==> src/rtl/fbh_pkg.sv <==
`timescale 1ns / 1ps
// Shared constants and the FNV-1a byte step for the bucket hash block.
// No dependencies; compile first.
package fbh_pkg;

  localparam int HASH_W    = 32;
  localparam int BYTE_W    = 8;
  localparam int COUNT_W   = 25;
  localparam int IDX_W     = 24;
  localparam int CFG_W     = 32;
  localparam int CFG_ADDR_W = 3;
  localparam int STEP_W    = $clog2(HASH_W);

  localparam logic [HASH_W-1:0]  FNV_BASIS   = 32'd2166136261;
  localparam logic [HASH_W-1:0]  FNV_PRIME   = 32'd16777619;
  localparam logic [COUNT_W-1:0] COUNT_RESET = 25'd256;
  localparam logic [COUNT_W-1:0] COUNT_MAX   = 25'd16777216;
  localparam logic [COUNT_W-1:0] COUNT_MIN   = 25'd1;

  // Register index as decoded from the word address
  localparam logic REG_BUCKET_COUNT = 1'b0;

  // Fold one byte in, then multiply by the prime (2^24 + 403) as shift-adds.
  function automatic logic [HASH_W-1:0] fnv_step(input logic [HASH_W-1:0] hash,
                                                 input logic [BYTE_W-1:0] key_byte);
    logic [HASH_W-1:0] x;
    x = hash ^ {{(HASH_W-BYTE_W){1'b0}}, key_byte};
    return x + (x << 1) + (x << 4) + (x << 7) + (x << 8) + (x << 24);
  endfunction

endpackage

==> src/rtl/fbh_if.sv <==
`timescale 1ns / 1ps
// Valid/ready channel interfaces for key bytes and bucket results.
// Depends on fbh_pkg.
interface fbh_in_if import fbh_pkg::*; ();
  logic              valid;
  logic              ready;
  logic [BYTE_W-1:0] key_byte;
  logic              has_byte;
  logic              end_of_key;

  modport source (output valid, key_byte, has_byte, end_of_key, input ready);
  modport sink   (input valid, key_byte, has_byte, end_of_key, output ready);
endinterface

interface fbh_out_if import fbh_pkg::*; ();
  logic             valid;
  logic             ready;
  logic [IDX_W-1:0] bucket_index;

  modport source (output valid, bucket_index, input ready);
  modport sink   (input valid, bucket_index, output ready);
endinterface

==> src/rtl/fbh_cfg.sv <==
`timescale 1ns / 1ps
// APB register bank holding the bucket count and its clamped divisor form.
// Depends on fbh_pkg.
module fbh_cfg import fbh_pkg::*; (
  input  logic                  clk,
  input  logic                  rst_n,
  input  logic                  psel,
  input  logic                  penable,
  input  logic                  pwrite,
  input  logic [CFG_ADDR_W-1:0] paddr,
  input  logic [CFG_W-1:0]      pwdata,
  output logic [CFG_W-1:0]      prdata,
  output logic                  pready,
  output logic [COUNT_W-1:0]    divisor
);

  logic [COUNT_W-1:0] count_r;
  logic [COUNT_W-1:0] count_nxt;
  logic               reg_idx;
  logic               wr_en;

  assign pready  = 1'b1;
  assign reg_idx = paddr[2];
  assign wr_en   = psel && penable && pwrite && pready && (reg_idx == REG_BUCKET_COUNT);

  always_comb begin
    count_nxt = count_r;
    if (wr_en) begin
      count_nxt = pwdata[COUNT_W-1:0];
    end
  end

  always_ff @(posedge clk) begin
    if (!rst_n) begin
      count_r <= COUNT_RESET;
    end else begin
      count_r <= count_nxt;
    end
  end

  always_comb begin
    prdata = '0;
    if (reg_idx == REG_BUCKET_COUNT) begin
      prdata = {{(CFG_W-COUNT_W){1'b0}}, count_r};
    end
  end

  // Zero counts as one bucket; anything above 2^24 is held at 2^24
  always_comb begin
    divisor = count_r;
    if (count_r == '0) begin
      divisor = COUNT_MIN;
    end else if (count_r > COUNT_MAX) begin
      divisor = COUNT_MAX;
    end
  end

endmodule

==> src/rtl/fbh_divider.sv <==
`timescale 1ns / 1ps
// Restoring remainder unit: one dividend bit per cycle.
// Depends on fbh_pkg.
module fbh_divider import fbh_pkg::*; (
  input  logic               clk,
  input  logic               rst_n,
  input  logic               start,
  input  logic [HASH_W-1:0]  dividend,
  input  logic [COUNT_W-1:0] divisor,
  output logic               busy,
  output logic               done,
  output logic [IDX_W-1:0]   remainder
);

  logic               busy_r, busy_nxt;
  logic               done_r, done_nxt;
  logic [STEP_W-1:0]  cnt_r, cnt_nxt;
  logic [HASH_W-1:0]  dvd_r, dvd_nxt;
  logic [COUNT_W-1:0] rem_r, rem_nxt;
  logic [COUNT_W-1:0] dvs_r, dvs_nxt;
  logic [COUNT_W-1:0] trial;

  // Remainder stays below the divisor (at most 2^24), so its top bit is clear
  assign trial = {rem_r[COUNT_W-2:0], dvd_r[HASH_W-1]};

  always_comb begin
    busy_nxt = busy_r;
    done_nxt = 1'b0;
    cnt_nxt  = cnt_r;
    dvd_nxt  = dvd_r;
    rem_nxt  = rem_r;
    dvs_nxt  = dvs_r;
    if (start) begin
      busy_nxt = 1'b1;
      cnt_nxt  = '0;
      dvd_nxt  = dividend;
      rem_nxt  = '0;
      dvs_nxt  = divisor;
    end else if (busy_r) begin
      dvd_nxt = dvd_r << 1;
      rem_nxt = (trial >= dvs_r) ? trial - dvs_r : trial;
      cnt_nxt = cnt_r + STEP_W'(1);
      if (cnt_r == STEP_W'(HASH_W-1)) begin
        busy_nxt = 1'b0;
        done_nxt = 1'b1;
      end
    end
  end

  always_ff @(posedge clk) begin
    if (!rst_n) begin
      busy_r <= 1'b0;
      done_r <= 1'b0;
      cnt_r  <= '0;
    end else begin
      busy_r <= busy_nxt;
      done_r <= done_nxt;
      cnt_r  <= cnt_nxt;
    end
  end

  always_ff @(posedge clk) begin
    dvd_r <= dvd_nxt;
    rem_r <= rem_nxt;
    dvs_r <= dvs_nxt;
  end

  assign busy      = busy_r;
  assign done      = done_r;
  assign remainder = rem_r[IDX_W-1:0];

  a_done_rem_below: assert property (@(posedge clk) disable iff (!rst_n)
    done_r |-> (rem_r < dvs_r))
    else $error("remainder not below divisor at completion");

  a_start_busy: assert property (@(posedge clk) disable iff (!rst_n)
    start |=> busy_r)
    else $error("divider not busy after start");

  a_done_once: assert property (@(posedge clk) disable iff (!rst_n)
    done_r |-> !busy_r && $past(busy_r))
    else $error("done without a finished divide");

endmodule

==> src/rtl/fnv1a_bucket_hash_top.sv <==
`timescale 1ns / 1ps
// FNV-1a bucket hash: top level with sequencer, hash register and result register.
// Depends on fbh_pkg, fbh_if, fbh_cfg and fbh_divider.
//
// Feed a key one request at a time on in_ch: each request carrying a byte
// (has_byte high) folds it into a running 32-bit FNV-1a hash, so byte
// requests stream at one per clock while the sequencer is idle. A request
// with end_of_key high folds in its byte if it carries one, then hands the
// hash to a restoring remainder unit that works one bit per cycle against
// the bucket count; the input stays not-ready for that time, and the next
// request is taken at the earliest once the remainder steps are done, the
// sequencer has seen the unit finish and the result register is loaded. The
// running hash returns to the offset basis as soon as the end request is
// taken. The bucket index lands in an output register on out_ch and waits
// there for the sink; the input reopens as soon as it is loaded. A request
// with neither byte nor end mark is taken and dropped. The bucket count
// register (byte address 0, 25 bits, reset 256) is read and written over the
// APB-style cfg_ port; a count of zero acts as one bucket and counts above
// 2^24 act as 2^24. Write it only while no key is in flight.
module fnv1a_bucket_hash_top import fbh_pkg::*; (
  input  logic                  clk,
  input  logic                  rst_n,
  fbh_in_if.sink                in_ch,
  fbh_out_if.source             out_ch,
  input  logic                  cfg_psel,
  input  logic                  cfg_penable,
  input  logic                  cfg_pwrite,
  input  logic [CFG_ADDR_W-1:0] cfg_paddr,
  input  logic [CFG_W-1:0]      cfg_pwdata,
  output logic [CFG_W-1:0]      cfg_prdata,
  output logic                  cfg_pready
);

  typedef enum logic [2:0] {
    S_IDLE = 3'b001,
    S_DIV  = 3'b010,
    S_DONE = 3'b100
  } state_t;

  state_t             state_r, state_nxt;
  logic [HASH_W-1:0]  hash_r, hash_nxt;
  logic [HASH_W-1:0]  mixed;
  logic               out_valid_r, out_valid_nxt;
  logic [IDX_W-1:0]   out_idx_r, out_idx_nxt;
  logic               in_acc;
  logic               div_start;
  logic               div_busy;
  logic               div_done;
  logic [IDX_W-1:0]   div_rem;
  logic [COUNT_W-1:0] divisor;
  logic               out_free;

  fbh_cfg u_cfg (
    .clk     (clk),
    .rst_n   (rst_n),
    .psel    (cfg_psel),
    .penable (cfg_penable),
    .pwrite  (cfg_pwrite),
    .paddr   (cfg_paddr),
    .pwdata  (cfg_pwdata),
    .prdata  (cfg_prdata),
    .pready  (cfg_pready),
    .divisor (divisor)
  );

  // Take requests only while the sequencer is idle
  assign in_ch.ready = (state_r == S_IDLE);
  assign in_acc      = in_ch.valid && in_ch.ready;
  assign div_start   = in_acc && in_ch.end_of_key;

  // Fold the request byte in, or hold the hash when there is none
  assign mixed = in_ch.has_byte ? fnv_step(hash_r, in_ch.key_byte) : hash_r;

  fbh_divider u_div (
    .clk       (clk),
    .rst_n     (rst_n),
    .start     (div_start),
    .dividend  (mixed),
    .divisor   (divisor),
    .busy      (div_busy),
    .done      (div_done),
    .remainder (div_rem)
  );

  assign out_free = !out_valid_r || out_ch.ready;

  always_comb begin
    state_nxt     = state_r;
    hash_nxt      = hash_r;
    out_valid_nxt = out_valid_r && !out_ch.ready;
    out_idx_nxt   = out_idx_r;
    case (state_r)
      S_IDLE: begin
        if (in_acc) begin
          hash_nxt = mixed;
          if (in_ch.end_of_key) begin
            // Hash is in the divider now; start the next key afresh
            hash_nxt  = FNV_BASIS;
            state_nxt = S_DIV;
          end
        end
      end
      S_DIV: begin
        if (div_done) begin
          state_nxt = S_DONE;
        end
      end
      S_DONE: begin
        // Hold the remainder until the result register frees up
        if (out_free) begin
          out_valid_nxt = 1'b1;
          out_idx_nxt   = div_rem;
          state_nxt     = S_IDLE;
        end
      end
      default: begin
        state_nxt = S_IDLE;
      end
    endcase
  end

  always_ff @(posedge clk) begin
    if (!rst_n) begin
      state_r     <= S_IDLE;
      hash_r      <= FNV_BASIS;
      out_valid_r <= 1'b0;
    end else begin
      state_r     <= state_nxt;
      hash_r      <= hash_nxt;
      out_valid_r <= out_valid_nxt;
    end
  end

  always_ff @(posedge clk) begin
    out_idx_r <= out_idx_nxt;
  end

  assign out_ch.valid        = out_valid_r;
  assign out_ch.bucket_index = out_idx_r;

  a_end_blocks_input: assert property (@(posedge clk) disable iff (!rst_n)
    div_start |=> !in_ch.ready && div_busy)
    else $error("input still open after end of key");

  a_hash_rebased: assert property (@(posedge clk) disable iff (!rst_n)
    div_start |=> (hash_r == FNV_BASIS))
    else $error("running hash not returned to basis");

  a_result_from_done: assert property (@(posedge clk) disable iff (!rst_n)
    $rose(out_valid_r) |-> $past(state_r == S_DONE))
    else $error("result appeared without a finished divide");

  a_no_input_while_busy: assert property (@(posedge clk) disable iff (!rst_n)
    div_busy |-> !in_ch.ready)
    else $error("input open while divider busy");

endmodule
==> src/flat_wrapper.sv <==
// flat-port wrapper written by rule: the top's interface ports become plain ports
module fnv1a_bucket_hash_top_flat import fbh_pkg::*;
  (clk, rst_n, cfg_psel, cfg_penable, cfg_pwrite, cfg_paddr, cfg_pwdata, cfg_prdata, cfg_pready, in_ch_valid, in_ch_key_byte, in_ch_has_byte, in_ch_end_of_key, in_ch_ready, out_ch_valid, out_ch_bucket_index, out_ch_ready);
  fbh_in_if in_ch_i ();
  fbh_out_if out_ch_i ();
  input  logic clk;
  input  logic rst_n;
  input  logic cfg_psel;
  input  logic cfg_penable;
  input  logic cfg_pwrite;
  input  logic [CFG_ADDR_W-1:0] cfg_paddr;
  input  logic [CFG_W-1:0] cfg_pwdata;
  output logic [CFG_W-1:0] cfg_prdata;
  output logic cfg_pready;
  input wire logic [$bits(in_ch_i.valid)-1:0] in_ch_valid;
  input wire logic [$bits(in_ch_i.key_byte)-1:0] in_ch_key_byte;
  input wire logic [$bits(in_ch_i.has_byte)-1:0] in_ch_has_byte;
  input wire logic [$bits(in_ch_i.end_of_key)-1:0] in_ch_end_of_key;
  output wire logic [$bits(in_ch_i.ready)-1:0] in_ch_ready;
  output wire logic [$bits(out_ch_i.valid)-1:0] out_ch_valid;
  output wire logic [$bits(out_ch_i.bucket_index)-1:0] out_ch_bucket_index;
  input wire logic [$bits(out_ch_i.ready)-1:0] out_ch_ready;
  assign in_ch_i.valid = in_ch_valid;
  assign in_ch_i.key_byte = in_ch_key_byte;
  assign in_ch_i.has_byte = in_ch_has_byte;
  assign in_ch_i.end_of_key = in_ch_end_of_key;
  assign in_ch_ready = in_ch_i.ready;
  assign out_ch_valid = out_ch_i.valid;
  assign out_ch_bucket_index = out_ch_i.bucket_index;
  assign out_ch_i.ready = out_ch_ready;
  fnv1a_bucket_hash_top u_core (.clk(clk), .rst_n(rst_n), .in_ch(in_ch_i), .out_ch(out_ch_i), .cfg_psel(cfg_psel), .cfg_penable(cfg_penable), .cfg_pwrite(cfg_pwrite), .cfg_paddr(cfg_paddr), .cfg_pwdata(cfg_pwdata), .cfg_prdata(cfg_prdata), .cfg_pready(cfg_pready));
endmodule
==> config.mk <==
export PLATFORM = sky130hd
export DESIGN_NAME = fnv1a_bucket_hash_top_flat
export DESIGN_NICKNAME = d
export VERILOG_FILES = /design/src/rtl/fbh_pkg.sv /design/src/rtl/fbh_if.sv /design/src/rtl/fbh_cfg.sv /design/src/rtl/fbh_divider.sv /design/src/rtl/fnv1a_bucket_hash_top.sv /design/src/flat_wrapper.sv
export SDC_FILE = /design/constraint.sdc
export NUM_CORES = 1
export LEC_CHECK = 0
export ABC_AREA = 1
export BUFFER_PORTS_ARGS = -buffer_cell sky130_fd_sc_hd__buf_2
export CAP_MARGIN = 30
export CELL_PAD_IN_SITES_DETAIL_PLACEMENT = 0
export CELL_PAD_IN_SITES_GLOBAL_PLACEMENT = 1
export CORE_MARGIN = 5
export CORE_UTILIZATION = 49
export CTS_CLUSTER_DIAMETER = 60
export DETAILED_ROUTE_END_ITERATION = 10
export PLACE_DENSITY_LB_ADDON = 0.1
export RECOVER_POWER = 50
export SLEW_MARGIN = 15
export SYNTH_ARGS = -nofsm -noshare
export SYNTH_HDL_FRONTEND = slang
export SYNTH_HIERARCHICAL = 1
export SYNTH_SLANG_ARGS = --single-unit
export TNS_END_PERCENT = 50
==> constraint.sdc <==
create_clock -name clk -period 6.7 [get_ports clk]
set_input_delay 1.34 -clock clk [delete_from_list [all_inputs] [get_ports clk]]
set_output_delay 1.34 -clock clk [all_outputs]
set_load 0.01 [all_outputs]
==> reports/summary.txt, run 1 <==
outcome: finished, violations left
failing checks: max-capacitance violations, max-slew violations
startpoint types: input port
DRC: 0
syn avg cell area: 7.33 µm²
FF/Latch Area: 4270 µm²
worst endpoint required time: 6880 ps
Hold Path Cell Cnt: 0
multiplexer share of the synthesized area: 0%
via count: 11.9k
Synth Register Bits: 173
Post-CTS Setup Inserts: 0
Synth Area in Compound Gates: 6.21%
met1 Use GR: 37.6%
Die Height: 180 µm
CTS tree: built
Fmax: 184 MHz
RSZ-0062 raised after global routing: no
Layout Cells excl Fill: 2405
Clk pin slew, worst setup/hold paths: 80 ps
grt met3 use: 5.90%
Syn Inst Count: 1929
Via density: 4.95
Clock Latency Late Sink: 450 ps
NumNets Final: 2225
CP dominant cell by count: inv_1
worst reg2reg path endpoint: u_core/u_div/dvd_r[28]
vias in the first global route: 11.4k
Yosys cell types: 53
fill cell count: 2853
ANT nets after route: 0
die area: 32300 µm²
clk root buf: clkbuf_16
clock sink count: 173
R2R Setup Slk: 1860 ps
CP Capture Type: flip-flop
Slew Limit Headroom: -12.9%
final worst path period share: 81.2%
main combinational cell family by area after synthesis: simple AND/OR/NAND/NOR gates
CTS resizes: 0
CP arrival: 5620 ps
synthesis-to-finish area growth: 9.61%
Buffers & Inverters on Critical Path: 6
Die W: 180 µm
GRT Residual Overflow: 0
CTS Buf Count: 17
post-layout minimum cycle time: 5440 ps
post-route setup TNS: 0 ps
worst r2r path cells: 20
CTS H-tree depth: 4
Iter 0 DRT Violations: 967
WS Path Type: input port to flip-flop
final HPWL from detailed placement: 30.6 mm
adder-cell share of the synthesized area: 18.8%
worst path cell trace: buf_2 > xor2_1 > inv_1 > fa_1 > inv_1 > fa_1 > inv_1 > fa_1 > inv_1 > ha_1 > nand2_2 > inv_1 > a21oi_2 > nand2_2 > nand2_1 > nand3_1 > nand2_1 > nand3_1 > and2_1 > nand2_1 > nand2_1
CP Max Fanout: 5
Hold Vio Cnt, Final: 0
Stages on worst setup path: 21
initial core utilization: 49.4%
Slowest-stage cell, CP: fa_1
global route hottest layer: met1
worst hold endpoint: u_core/u_div/dvs_r[24]
cell family with most CP delay: adder cells
standard-cell row count: 62
M2 GR Usage: 33.0%
total of max-cap violations: 3
Inst Count DP: 2373
drt pass-1 iters: 5
first-pass GRT wire length: 61.6 mm
xor and xnor area share after synthesis: 2.04%
max incr delay on CP: 550 ps
simple-gate share of the synthesized area: 29.6%
YS warnings: 6
multi-input combinational cell area: 8020 µm²
skew final: 26.1 ps
largest net degree at the start of global routing: 51
cell area after synthesis: 14100 µm²
Core Area: 28600 µm²
HP Start: u_core/u_cfg/count_r[24]
Longest Clk Path Bufs: 2
RePlAce Congestion: 0.908
per-cell routed wire length: 15.9 µm
gr usage total: 23.8%
# setup viols final: 0
diodes inserted: 0
max-slew violations: 65
reg-to-reg startpoint: u_core/hash_r[2]
I/O Buffers: 93
WL final: 38.3 mm
worst slew pin tran: 1690 ps
sequential element share of the synthesized area: 30.2%
HP Class: flip-flop to flip-flop
cts hold-fix bufs: 0
layout cells sized above 1: 11.1%
# IOs: 111
Hold WS: 466 ps
initial antenna violation count: 0
==> synth_stat cells, drive strengths merged <==
library cell	number	share of area (%)
a21oi	83	3.1
dfxtp	92	13
o21a	1	0.053
ha	86	7.6
nand3	120	5.0
and2	15	0.71
and3	1	0.044
clkinv	4	0.11
xnor2	26	1.6
clkbuf	22	0.59
nand3b	2	0.11
edfxtp	81	17
nor2	152	4.9
xor2	7	0.43
inv	405	11
a31oi	2	0.089
a21o	4	0.21
o22ai	2	0.089
nand4	40	1.8
fa	79	11
a21boi	3	0.19
o311ai	1	0.062
or2	6	0.27
a211oi	1	0.053
conb	2	0.053
nand2	590	16
o21bai	1	0.053
o211ai	7	0.37
nor3	10	0.50
buf	32	1.6
o21ai	51	1.9
nor4	1	0.044
==> how the worst max path moves through the flow <==
stage / startpoint / to / slack, ps
2_1_floorplan: in_ch_key_byte[2] / u_core/u_div/dvd_r[31] / 1690
3_3_place_gp: in_ch_key_byte[2] / u_core/u_div/dvd_r[29] / 970
3_5_place_dp: in_ch_key_byte[2] / u_core/u_div/dvd_r[29] / 940
4_1_cts: in_ch_key_byte[2] / u_core/u_div/dvd_r[29] / 1380
5_1_grt: in_ch_key_byte[2] / u_core/u_div/dvd_r[29] / 1020
6_report: in_ch_key_byte[2] / u_core/u_div/dvd_r[28] / 1260
==> kinds of logic (layout without fill, tap and decap cells) <==
kind of cell,count (synthesis),after routing
AO/OA/AOI/OAI,156,156
other,2,8
flip-flops,173,173
XOR/XNOR,33,33
buffers and inverters,463,549
AND/OR/NAND/NOR,937,937
adder cells (fa/ha/maj),165,165
==> per-stage QoR <==
| step | area (µm²) | utilization (%) | setup slack, ps |
|---|---|---|---|
| after floorplan | 14200 | - | 1690 |
| after global placement | 14900 | 52.1 | 966 |
| after detailed placement | 14900 | 52.2 | 939 |
| after CTS | 15600 | 54.4 | 1380 |
| after global routing | 15500 | 54.1 | 1020 |
| final | 15500 | 54.1 | 1260 |
==> registers in the layout, indices dropped and copies added (netlist names), 3 cells and up <==
register                    count
u_core/hash_r                  32
u_core/u_div/dvd_r             32
u_core/u_cfg/count_r           25
u_core/u_div/dvs_r             25
u_core/out_ch.bucket_index     24
u_core/u_div/rem_r             24
u_core/u_div/cnt_r              5
u_core/state_r                  3
==> cell type report <==
class	count	area share [%]
Clock inverter	15	1.32
Tap cell	384	3.10
Inverter	409	9.91
Timing Repair Buffer	108	3.61
Sequential cell	173	27.6
Clock buffer	17	2.75
Multi-Input combinational cell	1299	51.7
==> placed cells by master (no fill, tap or decap), types with 9 or more instances in the layout <==
cell type    n
nand3_1    101
nand3_2     18
o21ai_0     38
buf_2       65
nand4_1     40
dfxtp_1     92
a21oi_1     78
o21ai_1      9
nor2_1     115
inv_1      397
and2_1      12
xnor2_1     26
buf_4       10
nand2_2     32
nor2_2      32
clkbuf_1    31
clkbuf_16   17
edfxtp_1    81
fa_1        79
ha_1        86
nand2_1    558
==> routing by layer <==
layer | routed length [µm] | vias up | share of wire, %
met3 | 3210 | 22 | 8.4
li1 | - | 6085 | -
met4 | 395 | 0 | 1.0
met1 | 19800 | 5480 | 52
met5 | 0 | - | 0
met2 | 15000 | 325 | 39
Power of run 1 is left out: the tool's default activity adds up to more than one toggle a clock period on the data nets, which glitch-free logic cannot reach.
==> run 2, diff against run 1 <==
CORE_UTILIZATION = 41   (was 49)
clock period = 4.5 ns   (was 6.7 ns; I/O delays follow)
==> run 2 against run 1 <==
Effect of this change:
- the flow still finishes with violations (max-capacitance violations, max-slew violations)
- clock skew down 7.7 ps
- worst setup slack got worse by 1100 ps
- cell area grew 5.9%
- clock-buffer cell count rose by 3
- register-to-register slack lost 1700 ps
- critical endpoint is now u_core/u_div/dvd_r[31]
- highest routed layer unchanged
==> reports/summary.txt, run 2 (synthesis gave the netlist of run 1 again) <==
outcome: finished, violations left
failing checks: max-capacitance violations, max-slew violations
CP arrival: 4530 ps (-1090 ps)
RePlAce Congestion: 0.907 (-0.14%)
diodes inserted: 0 (unchanged)
Die W: 196 µm (+8.8%)
CTS H-tree depth: 4 (unchanged)
Die Height: 196 µm (+8.8%)
Core Area: 34300 µm² (+20%)
worst path cell trace: buf_2 > xnor2_1 > buf_4 > clkinvlp_4 > fa_1 > fa_1 > fa_1 > ha_4 > a21o_1 > a21oi_1 > nand3_1 > nor2_1 > buf_4 > nand2_1 > nand2_1 > nand3_1 > and2_1 > nand2_1 > nand2_1
Hold Vio Cnt, Final: 0 (unchanged)
final HPWL from detailed placement: 31.9 mm (+4.4%)
clk root buf: clkbuf_16
max-slew violations: 31 (-52%)
Clk pin slew, worst setup/hold paths: 60 ps (-20 ps)
Iter 0 DRT Violations: 864 (-11%)
CP Capture Type: flip-flop
skew final: 18.4 ps (-7.68 ps)
WS Path Type: input port to flip-flop
vias in the first global route: 11.8k (+3.7%)
largest net degree at the start of global routing: 52 (+2.0%)
max incr delay on CP: 610 ps (+60 ps)
RSZ-0062 raised after global routing: no
Slew Limit Headroom: -1.97% (+11 points)
per-cell routed wire length: 15.6 µm (-2.1%)
Via density: 4.66 (-5.9%)
CTS tree: built
CP dominant cell by count: nand2_1
worst endpoint required time: 4700 ps (-2180 ps)
drt pass-1 iters: 5 (unchanged)
clock sink count: 173 (unchanged)
worst r2r path cells: 16 (-20%)
most common cell after layout, fill and taps aside: nand2_1
I/O Buffers: 93 (unchanged)
# setup viols final: 0 (unchanged)
DRC: 0 (unchanged)
ANT nets after route: 0 (unchanged)
WL final: 40.0 mm (+4.4%)
CP Max Fanout: 4 (-1)
die area: 38300 µm² (+18%)
HP Class: flip-flop to flip-flop
final worst setup slack: 160 ps (-1100 ps)
standard-cell row count: 68 (+9.7%)
startpoint types: input port
initial antenna violation count: 0 (unchanged)
final worst path period share: 96.4%
via count: 12.0k (+0.41%)
first-pass GRT wire length: 64.5 mm (+4.6%)
most frequent cells in the layout: nand2_1, inv_1, nor2_1
gr usage total: 21.3% (-2.5 points)
CTS Buf Count: 17 (unchanged)
NumNets Final: 2315 (+4.0%)
post-layout minimum cycle time: 4340 ps
total of max-cap violations: 1 (-2)
GRT Residual Overflow: 0 (unchanged)
Longest Clk Path Bufs: 2 (unchanged)
Hold Path Cell Cnt: 0 (unchanged)
worst slew pin tran: 1530 ps (-165 ps)
synthesis-to-finish area growth: 16.1%
dpl ws: -530 ps (-1470 ps)
initial core utilization: 41.2% (-8.2 points)
Clock Latency Late Sink: 450 ps (about the same)
# IOs: 111 (unchanged)
Fmax: 230 MHz
Largest regs: u_core/hash_r (32), u_core/u_div/dvd_r (32)
Slowest-stage cell, CP: fa_1
layout cells sized above 1: 16.7% (+5.6 points)
run 2: cell count changes in the layout (fill, tap and decap cells not counted), sizes merged:
cell	change
buf	+90
bufinv	+3
clkbuf	+3
clkinv	-2
clkinvlp	+5
inv	-10
run 2: area by class of cell:
cell class | count | area, µm²
Timing Repair Buffer | 198 | 1210
Clock buffer | 20 | 437
Sequential cell | 173 | 4280
Multi-Input combinational cell | 1299 | 8220
Clock inverter | 11 | 143
Tap cell | 455 | 569
Fill cell | 3517 | 17900
Inverter | 409 | 1550
run 2: worst paths after layout:
kind,slack (ps),from,end
hold reg to reg,470,u_core/u_div/rem_r[2],u_core/out_ch.bucket_index[2]
hold / removal,470,u_core/u_div/rem_r[2],u_core/out_ch.bucket_index[2]
setup / recovery,160,in_ch_key_byte[4],u_core/u_div/dvd_r[31]
setup reg to reg,200,u_core/hash_r[13],u_core/u_div/dvd_r[22]
run 2: metal layers:
layer	global-route usage, %	routed length (µm)
met5	0	0
met3	4.45	2100
met1	33.8	21400
met4	3.85	412
met2	29.9	16100
run 2: through the flow:
stage | hold WS (ps) | utilization (%) | setup TNS [ps] | cell area (µm²) | instances
after global routing | 498 | 47.8 | 0 | 16400 | 2565
after CTS | 477 | 47.4 | 0 | 16200 | 2559
after floorplan | 437 | - | 0 | 14200 | 1935
after global placement | 455 | 45.6 | -12100 | 15600 | 2528
after detailed placement | 464 | 45.6 | -12840 | 15600 | 2528
final | 469 | 47.8 | 0 | 16400 | 2565
run 2: critical path: cells and delay by family:
kind,cells,cell delay (ps)
AOI/OAI and AO/OA,2,320
and+or+nand+nor,8,750
xor gates and xnor gates,1,140
adders and majority gates,4,1840
buffers and inverters,4,580
run 2: repair_timing:
item | 4_1_cts | 5_1_grt
pin swaps | 0 | 1
setup endpoints to repair | 7 | 28
buffers inserted | 0 | 5
gates resized for setup | 2 | 45
hold buffers | 0 | 0
Power of run 2 is left out for the same reason.
==> run 3, diff against run 2 <==
MAX_ROUTING_LAYER = met4   (was default)
==> run 3 against run 2 <==
Effect of this change:
- non-clock buffer count increased by 2
- sequential share of layout area barely moved
- die area unchanged
- clock-buffer cell count stayed put
- largest cell class unchanged
- highest routed layer unchanged
- the flow still finishes with violations (max-capacitance violations, max-slew violations)
- cell area increased by 0.18%
- clock skew shrank 1.8 ps
- critical path type unchanged
- register-to-register slack better by 20 ps
- first-iteration DRC count rose by 6.9%
==> reports/summary.txt, run 3 (synthesis gave the netlist of run 1 again) <==
vias in the first global route: 11.8k (+0.14%)
Die Height: 196 µm (unchanged)
Core Area: 34300 µm² (unchanged)
initial antenna violation count: 0 (unchanged)
Fmax: 229 MHz (-0.46%)
CP startpoint: in_ch_key_byte[2]
drt pass-1 iters: 5 (unchanged)
Clock Latency Late Sink: 450 ps (about the same)
Final Cell Area: 16400 µm² (+0.18%)
failing checks: max-capacitance violations, max-slew violations
Clk pin slew, worst setup/hold paths: 70 ps (about the same)
worst path cell trace: buf_2 > xor2_2 > inv_1 > fa_1 > inv_1 > fa_1 > inv_1 > fa_1 > inv_1 > ha_2 > nand2_1 > nand2_1 > a21oi_2 > nand2_2 > buf_4 > xnor2_1 > o21ai_0 > nand2_1 > nand2_1
outcome: finished, violations left
CP Capture Type: flip-flop
most common cell after layout, fill and taps aside: nand2_1
cell family with most CP delay: adder cells
Iter 0 DRT Violations: 924 (+6.9%)
gr usage total: 21.8% (+0.51 points)
max incr delay on CP: 540 ps (-70 ps)
via count: 12.1k (+1.4%)
clock sink count: 173 (unchanged)
standard-cell row count: 68 (unchanged)
per-cell routed wire length: 15.6 µm (-0.19%)
DRC: 0 (unchanged)
Cell Area, Placed: 15600 µm² (about the same)
startpoint types: input port
Hold Vio Cnt, Final: 0 (unchanged)
most frequent cells in the layout: nand2_1, inv_1, nor2_1
final HPWL from detailed placement: 31.9 mm (about the same)
largest net degree at the start of global routing: 51 (-1.9%)
Slew Limit Headroom: -6.59% (-4.6 points)
ANT nets after route: 0 (unchanged)
die area: 38300 µm² (unchanged)
metal3 WL: 2.40 mm (+15%)
R2R Setup Slk: 220 ps (+20 ps)
reg-to-reg startpoint: u_core/hash_r[13]
post-layout minimum cycle time: 4360 ps (+20.0 ps)
GRT Residual Overflow: 0 (unchanged)
CTS Buf Count: 17 (unchanged)
RSZ-0062 raised after global routing: yes
HP Class: flip-flop to flip-flop
DR WL met2: 15.9 mm (-1.4%)
Inst Count DP: 2527 (-0.040%)
cts hold-fix bufs: 0 (unchanged)
CTS tree: built
RePlAce Congestion: 0.923 (+1.8%)
total of max-cap violations: 1 (unchanged)
# setup viols final: 0 (unchanged)
WL final: 40.0 mm (about the same)
Buffers & Inverters on Critical Path: 6 (+2)
initial core utilization: 41.2% (unchanged)
DR top layer: met4
max-slew violations: 32 (+3.2%)
Slowest-stage cell, CP: fa_1
CTS H-tree depth: 4 (unchanged)
Die W: 196 µm (unchanged)
Longest Clk Path Bufs: 2 (unchanged)
CP Max Fanout: 4 (unchanged)
Via density: 4.72 (+1.2%)
worst slew pin tran: 1600 ps (+69.3 ps)
final worst path period share: 96.9% (+0.45 points)
layout cells sized above 1: 17.2% (+0.45 points)
Layout Cells excl Fill: 2569 (+0.16%)
Metal-1 WL: 21.2 mm (-1.3%)
NumNets Final: 2317 (+0.086%)
first-pass GRT wire length: 63.9 mm (-0.80%)
Largest regs: u_core/hash_r (32), u_core/u_div/dvd_r (32)
CP arrival: 4560 ps (+30 ps)
WS Path Type: input port to flip-flop
clk root buf: clkbuf_16
synthesis-to-finish area growth: 16.3%
skew final: 16.6 ps (-1.79 ps)
I/O Buffers: 93 (unchanged)
# IOs: 111 (unchanged)
HP Start: u_core/u_div/cnt_r[4]
worst endpoint required time: 4710 ps (about the same)
## run 3: area by class of cell
cell class / instances / area (µm²)
Fill cell: 3543 / 17900
Multi-Input combinational cell: 1299 / 8250
Sequential cell: 173 / 4280
Inverter: 409 / 1550
Timing Repair Buffer: 200 / 1240
Tap cell: 455 / 569
Clock buffer: 20 / 437
Clock inverter: 12 / 108
Antenna cell: 1 / 2.50
## run 3: worst register-to-register path: cells and delay by family, from the launching register on
family	cells	cell delay (ps)
simple gates	10	1110
fa+ha+maj	4	1900
buf+inv	6	630
flops	1	380
## run 3: final timing paths
check	end	cells past startpoint
worst max-delay path	u_core/u_div/dvd_r[11]	19
worst min-delay path	u_core/u_div/cnt_r[4]	2
worst max register to register	u_core/u_div/dvd_r[25]	20
worst min register to register	u_core/u_div/cnt_r[4]	2
## run 3: timing repair
| action | in CTS | in global routing |
|---|---|---|
| pin swaps | 0 | 6 |
| setup endpoints to repair | 4 | 27 |
| gates resized for setup | 3 | 48 |
| setup buffers | 0 | 8 |
| gates cloned | 0 | 0 |
## run 3: layer usage
layer / vias to the layer above / GRT usage (%)
met5: - / -
met4: 0 / 4.68
met3: 30 / 3.97
met2: 318 / 29.6
met1: 5512 / 33.7
li1: 6268 / -
## run 3: metrics by stage
stage               setup WS, ps  TNS [ps]  util (%)  hold slack (ps)
floorplan                   27.3         0         -              437
global placement            -537    -12680      45.6              455
detailed placement          -525    -12760      45.6              460
CTS                         27.5         0      47.2              470
global route               -27.6     -52.9      47.9              488
finish                       140         0      47.9              469
Power of run 3 is left out for the same reason.
